### config.mk
export PLATFORM = sky130hd
export DESIGN_NAME = prescaled_interval_timer
export DESIGN_NICKNAME = d
export VERILOG_FILES = /design/src/hw/rtl/pit_pkg.sv /design/src/hw/rtl/prescaled_interval_timer.sv /design/src/hw/rtl/pit_core.sv
export VERILOG_INCLUDE_DIRS = /design/src /design/src/hw/rtl
export SDC_FILE = /design/constraint.sdc
export NUM_CORES = 1
export LEC_CHECK = 0
export BUFFER_PORTS_ARGS = -buffer_cell sky130_fd_sc_hd__buf_4
export CAP_MARGIN = 0
export CORE_MARGIN = 4
export CORE_UTILIZATION = 46
export CTS_BUF_LIST = sky130_fd_sc_hd__clkbuf_16
export DETAILED_ROUTE_END_ITERATION = 10
export GPL_TIMING_DRIVEN = 1
export PLACE_DENSITY_LB_ADDON = 0.08
export SLEW_MARGIN = 25
export SYNTH_ARGS = -nofsm -noshare
export SYNTH_HDL_FRONTEND = slang
export SYNTH_HIERARCHICAL = 1
export SYNTH_SLANG_ARGS = --single-unit
### constraint.sdc
create_clock -name aclk -period 7.8 [get_ports aclk]
set_input_delay 0.39 -clock aclk [delete_from_list [all_inputs] [get_ports aclk]]
set_output_delay 0.39 -clock aclk [all_outputs]
set_load 0.05 [all_outputs]
### src/hw/rtl/prescaled_interval_timer_macros.svh
// Assertion macros shared by the prescaled interval timer RTL.
// Plain text macros only; no dependencies.
`ifndef PRESCALED_INTERVAL_TIMER_MACROS_SVH
`define PRESCALED_INTERVAL_TIMER_MACROS_SVH

// Check that prop holds in the same cycle whenever cond holds.
`define PIT_ASSERT_NOW(label, clk, rstn, cond, prop) \
    label: assert property (@(posedge clk) disable iff (!rstn) (cond) |-> (prop)) \
        else $error("pit: same-cycle check failed");

// Check that prop holds in the cycle after cond holds.
`define PIT_ASSERT_NEXT(label, clk, rstn, cond, prop) \
    label: assert property (@(posedge clk) disable iff (!rstn) (cond) |=> (prop)) \
        else $error("pit: next-cycle check failed");

`endif

### src/hw/rtl/pit_pkg.sv
// Shared types, codes and helpers of the prescaled interval timer.
// No dependencies.
package pit_pkg;

    // Item kinds (carried on the input tuser)
    localparam logic [1:0] OP_TICK  = 2'd0;
    localparam logic [1:0] OP_READ  = 2'd1;
    localparam logic [1:0] OP_WRITE = 2'd2;

    // Byte register offsets
    localparam logic [2:0] OFF_INTV_LO = 3'd0;
    localparam logic [2:0] OFF_INTV_HI = 3'd1;
    localparam logic [2:0] OFF_CNT_LO  = 3'd2;
    localparam logic [2:0] OFF_CNT_HI  = 3'd3;
    localparam logic [2:0] OFF_CTRL0   = 3'd4;
    localparam logic [2:0] OFF_RUN     = 3'd5;

    typedef struct packed {
        logic [1:0] op;
        logic [2:0] reg_offset;
        logic [7:0] write_byte;
    } pit_item_t;

    typedef struct packed {
        logic [7:0] read_byte;
        logic       interrupt_pulse;
    } pit_result_t;

    // Prescale divisor 2^n, n in 0..7
    function automatic logic [8:0] pit_divisor(input logic [2:0] exp_sel);
        pit_divisor = 9'd1 << exp_sel;
    endfunction

endpackage

### src/hw/rtl/prescaled_interval_timer.sv
// Prescaled 16-bit interval timer: one word in per cycle while the output is not stalled,
// one result word out per word in. The input word carries a tick, a byte read or a byte
// write of one of six registers (interval lo/hi, counter lo/hi, control0, run). Each word
// is latched in an input register, handled by pit_core once the output register is free,
// and its result is registered in the output register that drives m_tdata. A new word is
// taken every cycle while results are drained; only a stalled output register holds the
// input side.
// Reset clears valid flags and timer state; prescale divisor is then one, timer stopped.
// Depends on pit_pkg and pit_core.
module prescaled_interval_timer (
    input  logic        aclk,
    input  logic        aresetn,
    input  logic        s_tvalid,
    output logic        s_tready,
    input  logic [15:0] s_tdata,   // [2:0] reg_offset, [10:3] write_byte, [15:11] zero
    input  logic [1:0]  s_tuser,   // [1:0] op
    output logic        m_tvalid,
    input  logic        m_tready,
    output logic [15:0] m_tdata    // [7:0] read_byte, [8] interrupt_pulse, [15:9] zero
);
    import pit_pkg::*;

    logic        in_valid_reg, in_valid_next;
    pit_item_t   in_item_reg;
    logic        out_valid_reg, out_valid_next;
    pit_result_t out_result_reg;
    pit_result_t core_result;
    logic        out_free;
    logic        proc_en;
    logic        in_take;

    assign out_free = !out_valid_reg || m_tready;
    assign proc_en  = in_valid_reg && out_free;
    assign s_tready = !in_valid_reg || out_free;
    assign in_take  = s_tvalid && s_tready;

    always_comb begin
        in_valid_next  = in_valid_reg;
        out_valid_next = out_valid_reg;
        if (in_take) begin
            in_valid_next = 1'b1;
        end else if (proc_en) begin
            in_valid_next = 1'b0;
        end
        if (proc_en) begin
            out_valid_next = 1'b1;
        end else if (m_tready) begin
            out_valid_next = 1'b0;
        end
    end

    always_ff @(posedge aclk) begin
        if (!aresetn) begin
            in_valid_reg  <= 1'b0;
            out_valid_reg <= 1'b0;
        end else begin
            in_valid_reg  <= in_valid_next;
            out_valid_reg <= out_valid_next;
        end
    end

    always_ff @(posedge aclk) begin
        if (in_take) begin
            in_item_reg.op         <= s_tuser;
            in_item_reg.reg_offset <= s_tdata[2:0];
            in_item_reg.write_byte <= s_tdata[10:3];
        end
        if (proc_en) begin
            out_result_reg <= core_result;
        end
    end

    pit_core u_core (
        .aclk    (aclk),
        .aresetn (aresetn),
        .proc_en (proc_en),
        .item    (in_item_reg),
        .result  (core_result)
    );

    assign m_tvalid = out_valid_reg;
    assign m_tdata  = {7'd0, out_result_reg.interrupt_pulse, out_result_reg.read_byte};

endmodule

### src/hw/rtl/pit_core.sv
// Timer state (interval, counter, control0, run, prescaler) and per-word logic.
// Depends on pit_pkg and prescaled_interval_timer_macros.svh.
`include "prescaled_interval_timer_macros.svh"

module pit_core (
    input  logic                 aclk,
    input  logic                 aresetn,
    input  logic                 proc_en,
    input  pit_pkg::pit_item_t   item,
    output pit_pkg::pit_result_t result
);
    import pit_pkg::*;

    logic [15:0] interval_reg, interval_next;
    logic [15:0] count_reg, count_next;
    logic [3:0]  ctrl_reg, ctrl_next;
    logic        run_reg, run_next;
    logic [7:0]  prescale_reg, prescale_next;

    logic [8:0]  divisor;
    logic [8:0]  prescale_inc;
    logic [15:0] count_inc;
    logic        prescale_wrap;

    assign divisor       = pit_divisor(ctrl_reg[2:0]);
    assign prescale_inc  = {1'b0, prescale_reg} + 9'd1;
    assign count_inc     = count_reg + 16'd1;
    assign prescale_wrap = (prescale_inc >= divisor);

    always_comb begin
        interval_next          = interval_reg;
        count_next             = count_reg;
        ctrl_next              = ctrl_reg;
        run_next               = run_reg;
        prescale_next          = prescale_reg;
        result.read_byte       = 8'd0;
        result.interrupt_pulse = 1'b0;
        case (item.op)
            OP_TICK: begin
                if (run_reg) begin
                    if (!prescale_wrap) begin
                        prescale_next = prescale_inc[7:0];
                    end else begin
                        prescale_next = 8'd0;
                        if (interval_reg == 16'd0) begin
                            count_next = 16'd0;
                        end else if (count_inc >= interval_reg) begin
                            count_next             = 16'd0;
                            result.interrupt_pulse = 1'b1;
                        end else begin
                            count_next = count_inc;
                        end
                    end
                end
            end
            OP_READ: begin
                case (item.reg_offset)
                    OFF_INTV_LO: result.read_byte = interval_reg[7:0];
                    OFF_INTV_HI: result.read_byte = interval_reg[15:8];
                    OFF_CNT_LO:  result.read_byte = count_reg[7:0];
                    OFF_CNT_HI:  result.read_byte = count_reg[15:8];
                    OFF_CTRL0:   result.read_byte = {4'd0, ctrl_reg};
                    OFF_RUN:     result.read_byte = {7'd0, run_reg};
                    default:     result.read_byte = 8'd0;
                endcase
            end
            OP_WRITE: begin
                case (item.reg_offset)
                    OFF_INTV_LO: interval_next = {interval_reg[15:8], item.write_byte};
                    OFF_INTV_HI: interval_next = {item.write_byte, interval_reg[7:0]};
                    // either counter byte clears the whole counter
                    OFF_CNT_LO, OFF_CNT_HI: count_next = 16'd0;
                    OFF_CTRL0:   ctrl_next = item.write_byte[3:0];
                    OFF_RUN:     run_next  = item.write_byte[0];
                    default:     ;
                endcase
            end
            default: ;
        endcase
    end

    always_ff @(posedge aclk) begin
        if (!aresetn) begin
            interval_reg <= 16'd0;
            count_reg    <= 16'd0;
            ctrl_reg     <= 4'd0;
            run_reg      <= 1'b0;
            prescale_reg <= 8'd0;
        end else if (proc_en) begin
            interval_reg <= interval_next;
            count_reg    <= count_next;
            ctrl_reg     <= ctrl_next;
            run_reg      <= run_next;
            prescale_reg <= prescale_next;
        end
    end

    `PIT_ASSERT_NOW(a_pulse_only_on_tick, aclk, aresetn, result.interrupt_pulse, item.op == OP_TICK && run_reg && prescale_wrap)
    `PIT_ASSERT_NOW(a_read_zero_otherwise, aclk, aresetn, item.op != OP_READ, result.read_byte == 8'd0)
    `PIT_ASSERT_NEXT(a_prescale_below_div, aclk, aresetn, proc_en && item.op == OP_TICK && run_reg, {1'b0, prescale_reg} < pit_divisor(ctrl_reg[2:0]))
    `PIT_ASSERT_NEXT(a_zero_interval_hold, aclk, aresetn, proc_en && item.op == OP_TICK && run_reg && prescale_wrap && interval_reg == 16'd0, count_reg == 16'd0)

endmodule

* Word level (Yosys, flattened, before mapping)
Index checks and enable logic that the tools add are counted.
** Operators by class
- Add/subtract/negate cells :: 2
- $lt $le $gt $ge :: 2
- Equality and inequality tests :: 10
- Shift-type cells :: 1
- Muxes and demuxes :: 14
- Bitwise logic cells :: 5
- Reduce and logical (&&, ||, !) cells :: 20
** Operators with widths (number)
- $mux W16 :: 5
- $pmux W16 S2 :: 2
- $pmux W8 S6 :: 1
- $add A16 B1 Y16 const B :: 1
- $ge A16 B16 Y1 :: 1
- $logic_not A16 Y1 :: 1
- $add A8 B1 Y9 const B :: 1
- $ge A9 B9 Y1 :: 1
- $reduce_and A3 Y1 :: 3
- $shl A1 B3 Y9 const A :: 1
- $mux W8 :: 1
- $reduce_and A4 Y1 :: 2
- $eq A3 B2 Y1 const B :: 2
- $eq A3 B3 Y1 const B :: 2
- $reduce_bool A2 Y1 :: 3
- $mux W1 :: 5
- $not A1 Y1 :: 5
- $reduce_and A5 Y1 :: 1
- $ne A2 B1 Y1 const B :: 2
- $reduce_or A4 Y1 :: 1
- $eq A3 B1 Y1 const B :: 1
- $logic_not A3 Y1 :: 1
- $eq A2 B1 Y1 const B :: 1
- $eq A2 B2 Y1 const B :: 1
- 6 further kinds :: 9
** Storage, ports and cells
- Bits in registers :: 69
- Input port bits :: 22
- Output and inout bits :: 18

* Longest topological paths before layout
- Depth in word-level cells :: 7
- Mapped depth :: 13
- Gate-level depth less buffers :: 12

* Cells and area by module
Netlist, hierarchy kept.
** By module, submodules not included
- pit_core :: instances 1, cells each 415, area an instance 3404.5 um^2
- prescaled_interval_timer :: instances 1, cells each 39, area an instance 820.8 um^2

* Worst setup path before layout
No wires, ideal clock.
- Path kind :: reg-to-reg
- Start :: register u_core.count_reg[3]
- End :: register u_core.count_reg[11]
- Arrival time :: 2.788 ns
- Data required time :: 7.715 ns
- Path slack :: 4.927 ns
- Stages on the path, launching flop included :: 14
- Cell sequence :: dfxtp_1 buf_2 nand4_2 nor3_2 and3_1 xor2_1 ha_1 and4_1 nand2_1 a2bb2oi_1 nand4b_4 nand2b_4 buf_6 o31ai_2
** On the way
- Cells in the longest elaborated chain, start to end :: 7
** RTL lines
- start, declared :: line pit_core.sv:15 : logic [15:0] count_reg, count_next;
- start signal, assigned :: line pit_core.sv:91 : count_reg <= count_next;
- $add A16 B1 Y16 * :: line pit_core.sv:27 : assign count_inc = count_reg + 16'd1;
- $ge A16 B16 Y1 :: line pit_core.sv:47 : end else if (count_inc >= interval_reg) begin
- $mux W16 * :: line pit_core.sv:47
- $mux W16 * :: line pit_core.sv:45 : if (interval_reg == 16'd0) begin
- $mux W16 * :: line pit_core.sv:41 : if (!prescale_wrap) begin
- $mux W16 * :: line pit_core.sv:40 : if (run_reg) begin
- $pmux W16 S2 * :: line pit_core.sv:38 : case (item.op)
Mark *: on every way between the ends. The rest lies on a longest branch, timed or not. The select of a mux whose other input is x is not followed.
A chain may end at the register's enable or synchronous reset.

* Worst setup path after layout
- Start :: register u_core.count_reg[0]
- End :: register u_core.count_reg[8]
Same word-level chain as after synthesis.

==> impl_metrics.yaml <==
critical_path:
  critPathCaptureType: "flop"
  worstSetupStartpoint: "u_core/count_reg[0]"
  criticalPathCategory: "reg2reg"
  reg2reg_from: "u_core/count_reg[0]"
  ff2ff_setup_slack_ps: 4170
  ff2ff_path_depth: 12
  worstSetupStartpointType: "flop"
  crit_required_ps: 8040
  endpoint: "u_core/count_reg[8]"
  worstPathArrival_ps: 3880
  critPathMaxFanout: 15
  r2r-end: "u_core/count_reg[8]"
cts:
  clkTransAtPathRegs_ps: 70
  cts_tree: "yes"
  clock_latency_ps: 340
  cts_hold_buf: 0
  clock_sinks: 69
  postCtsSetupBuffers: 0
  clockRootBuffer: "clkbuf_16"
  clockBufferDepth: 2
  tritoncts.num_buffers: 9
  htree_levels: 3
  cts_resized: 0
timing:
  finalSetupTns_ps: 0
  final.period_utilization_pct: 46.6
  hold_violations: 0
  slew_violations: 0
  relSlewSlack_pct: 46.5
  worst_pin_slew_ps: 802
  grt_setup_unrepaired: "false"
  max_freq_mhz: 275
  setup_violations: 0
  min_period_ps: 3630
  worst_clock_skew_ps: 8.97
yosys:
  synth_cell_type_count: 66
  synthTopCellsByArea: "dfxtp_1, edfxtp_1, ha_1"
  ys.flop_type: "dfxtp_1"
  synth_top_cell_by_area: "dfxtp_1"
  postSynthAreaPerCell_um2: 9.31
  synth-seq-cells: 69
  synthCells: 454
  syn_area_mm2: 0.00423
  async_flop_share_pct: 0
  yosysWarnings: 6
  synth.most_common_cell: "nand2_1"
  synth.yosys.seq_area_share_pct: 37.9
  synth_edf_count: 22
  ys_top_cells_by_count: "nand2_1, dfxtp_1, nand3_1, ha_1, edfxtp_1"
  synth_top_cell_area_share_pct: 22.3
final_layout:
  num_antenna_cells: 0
  final_cell_area_mm2: 0.00472
  nNetsFinal: 513
  syn_to_final_growth_pct: 11.7
  drive_gt1_share_pct: 14.7
routing:
  ant_nets: 0
  drt-pass1-iter-count: 4
  routed_via_density: 5.67
  drcViolationCount: 0
  drt_iter0_markers: 164
  vias: 3276
  wl_per_cell_um: 17.1
  wl_um: 9870
power:
  p_total_w: 0.000845
  peakVddDrop_v: 0.0000989
  leakagePower_nw: 1.73
  p_per_area_mw_per_mm2: 179
die:
  start_util_pct: 47.8
  die_h_um: 104
  num_io_pins: 40
  dieArea_mm2: 0.0108
  dieWidth_um: 104
  core_mm2: 0.00885
  rows: 34
global_routing:
  grtUsageMet1_pct: 25.9
  antenna_found_initial: 0
  grt_use_met3_pct: 3.79
  grtUsageTotal_pct: 18.8
  use_met2_pct: 29.4
  first_global_vias: 3190
  grt.busiest_layer: "met2"
  grt_overflow: 0
  grt_pass1_wl_um: 16200
  grt_max_degree: 25
place:
  hpwl_um: 7280
  gp_congestion: 0.879
  io_buffers: 27
  place_area_mm2: 0.00442
run:
  drv_cap: 0
hold_path:
  min_path_type: "in2reg"
outcome:
  outcome: "completed"
[per-layer routing]
layer / part of all wire, % / routed length, um / up-vias
met1: 49 / 4830 / 1568
met2: 47 / 4650 / 48
met3: 3.2 / 312 / 8
met5: 0 / 0 / -
met4: 0.81 / 80 / 0
li1: - / - / 1652
[worst min-delay path by stage]
stage / from / endpoint / slack, ps / cells past startpoint
floorplan: u_core/count_reg[15] / u_core/count_reg[15] / 450 / 2
global placement: u_core/prescale_reg[6] / u_core/prescale_reg[6] / 470 / 2
detailed placement: u_core/count_reg[15] / u_core/count_reg[15] / 490 / 2
CTS: s_tuser[1] / in_item_reg[12] / 220 / 1
global route: s_tdata[6] / in_item_reg[3] / 210 / 1
finish: s_tuser[1] / in_item_reg[12] / 230 / 1
[metrics by stage]
stage	hold WS, ps	worst slack, ps	util [%]	std cells
after CTS	220	4170	53.3	578
after global routing	213	3820	53.4	578
final	226	4170	53.4	578
after floorplan	448	4930	-	460
after global placement	470	4210	49.9	562
after detailed placement	492	4200	49.9	562
[cells by family (layout without fill, tap and decap cells)]
group | Yosys count | count (layout) | share of synthesized area (%)
AND/OR/NAND/NOR | 165 | 165 | 22.0
AO/OA/AOI/OAI | 100 | 100 | 17.4
flip-flops | 69 | 69 | 37.9
buffers and inverters | 54 | 64 | 5.92
adder cells (fa/ha/maj) | 26 | 26 | 7.70
multiplexers | 20 | 20 | 5.09
XOR/XNOR | 19 | 19 | 3.94
other | 1 | 7 | 0.0888
[final cells by class]
| type | count | area, um^2 |
|---|---|---|
| clock buffers | 9 | 225 |
| flip-flops and latches | 69 | 1600 |
| repair buffers | 27 | 203 |
| multi-input cells | 337 | 2400 |
| inverters | 21 | 78.8 |
| fillers | 836 | 4130 |
| well taps | 108 | 135 |
| clock inverters | 7 | 75.1 |
[where the power goes]
group	switching (W)	leakage [nW]	internal, W
sequential	0.00000990	0.590	0.000378
clock	0.000181	0.145	0.000227
combinational	0.0000320	0.993	0.0000169
[cell usage in the layout (no fill, tap or decap), types with 3 or more instances in the layout]
| cell | synthesis | final |
|---|---|---|
| a211oi_1 | 3 | 3 |
| a21boi_0 | 10 | 10 |
| a21boi_1 | 3 | 3 |
| a21oi_1 | 16 | 15 |
| a2bb2oi_1 | 12 | 12 |
| and2_1 | 3 | 3 |
| and3_1 | 9 | 9 |
| and4_1 | 3 | 3 |
| buf_4 | 8 | 27 |
| clkbuf_16 | 0 | 9 |
| conb_1 | 1 | 7 |
| dfxtp_1 | 47 | 47 |
| edfxtp_1 | 22 | 22 |
| ha_1 | 26 | 26 |
| inv_1 | 21 | 21 |
| inv_8 | 0 | 3 |
| mux2i_1 | 17 | 17 |
| nand2_1 | 52 | 52 |
| nand2b_1 | 4 | 4 |
| nand3_1 | 27 | 27 |
| nand3b_1 | 6 | 6 |
| nand4_1 | 3 | 3 |
| nor2_1 | 20 | 20 |
| nor2b_1 | 6 | 5 |
| nor3_1 | 7 | 7 |
| nor4_1 | 4 | 4 |
| o21ai_0 | 17 | 17 |
| o21ai_1 | 4 | 4 |
| o21bai_1 | 3 | 3 |
| o22a_1 | 7 | 7 |
| o2bb2ai_1 | 3 | 3 |
| o31ai_1 | 5 | 5 |
| o31ai_2 | 4 | 4 |
| xnor2_1 | 14 | 14 |
| xor2_1 | 5 | 5 |
[worst max-delay path, cell delays in order, from the launching register on]
cell       delay (ps)
dfxtp_1           460
ha_1              310
inv_1             110
nor3_1            400
nand2_1           200
xnor2_1           240
ha_1              260
and4_1            200
nand2_1           130
a2bb2oi_1         330
nand4b_4          310
nand2b_4          340
o31ai_1           240
Power figures use the tool's default switching activity.
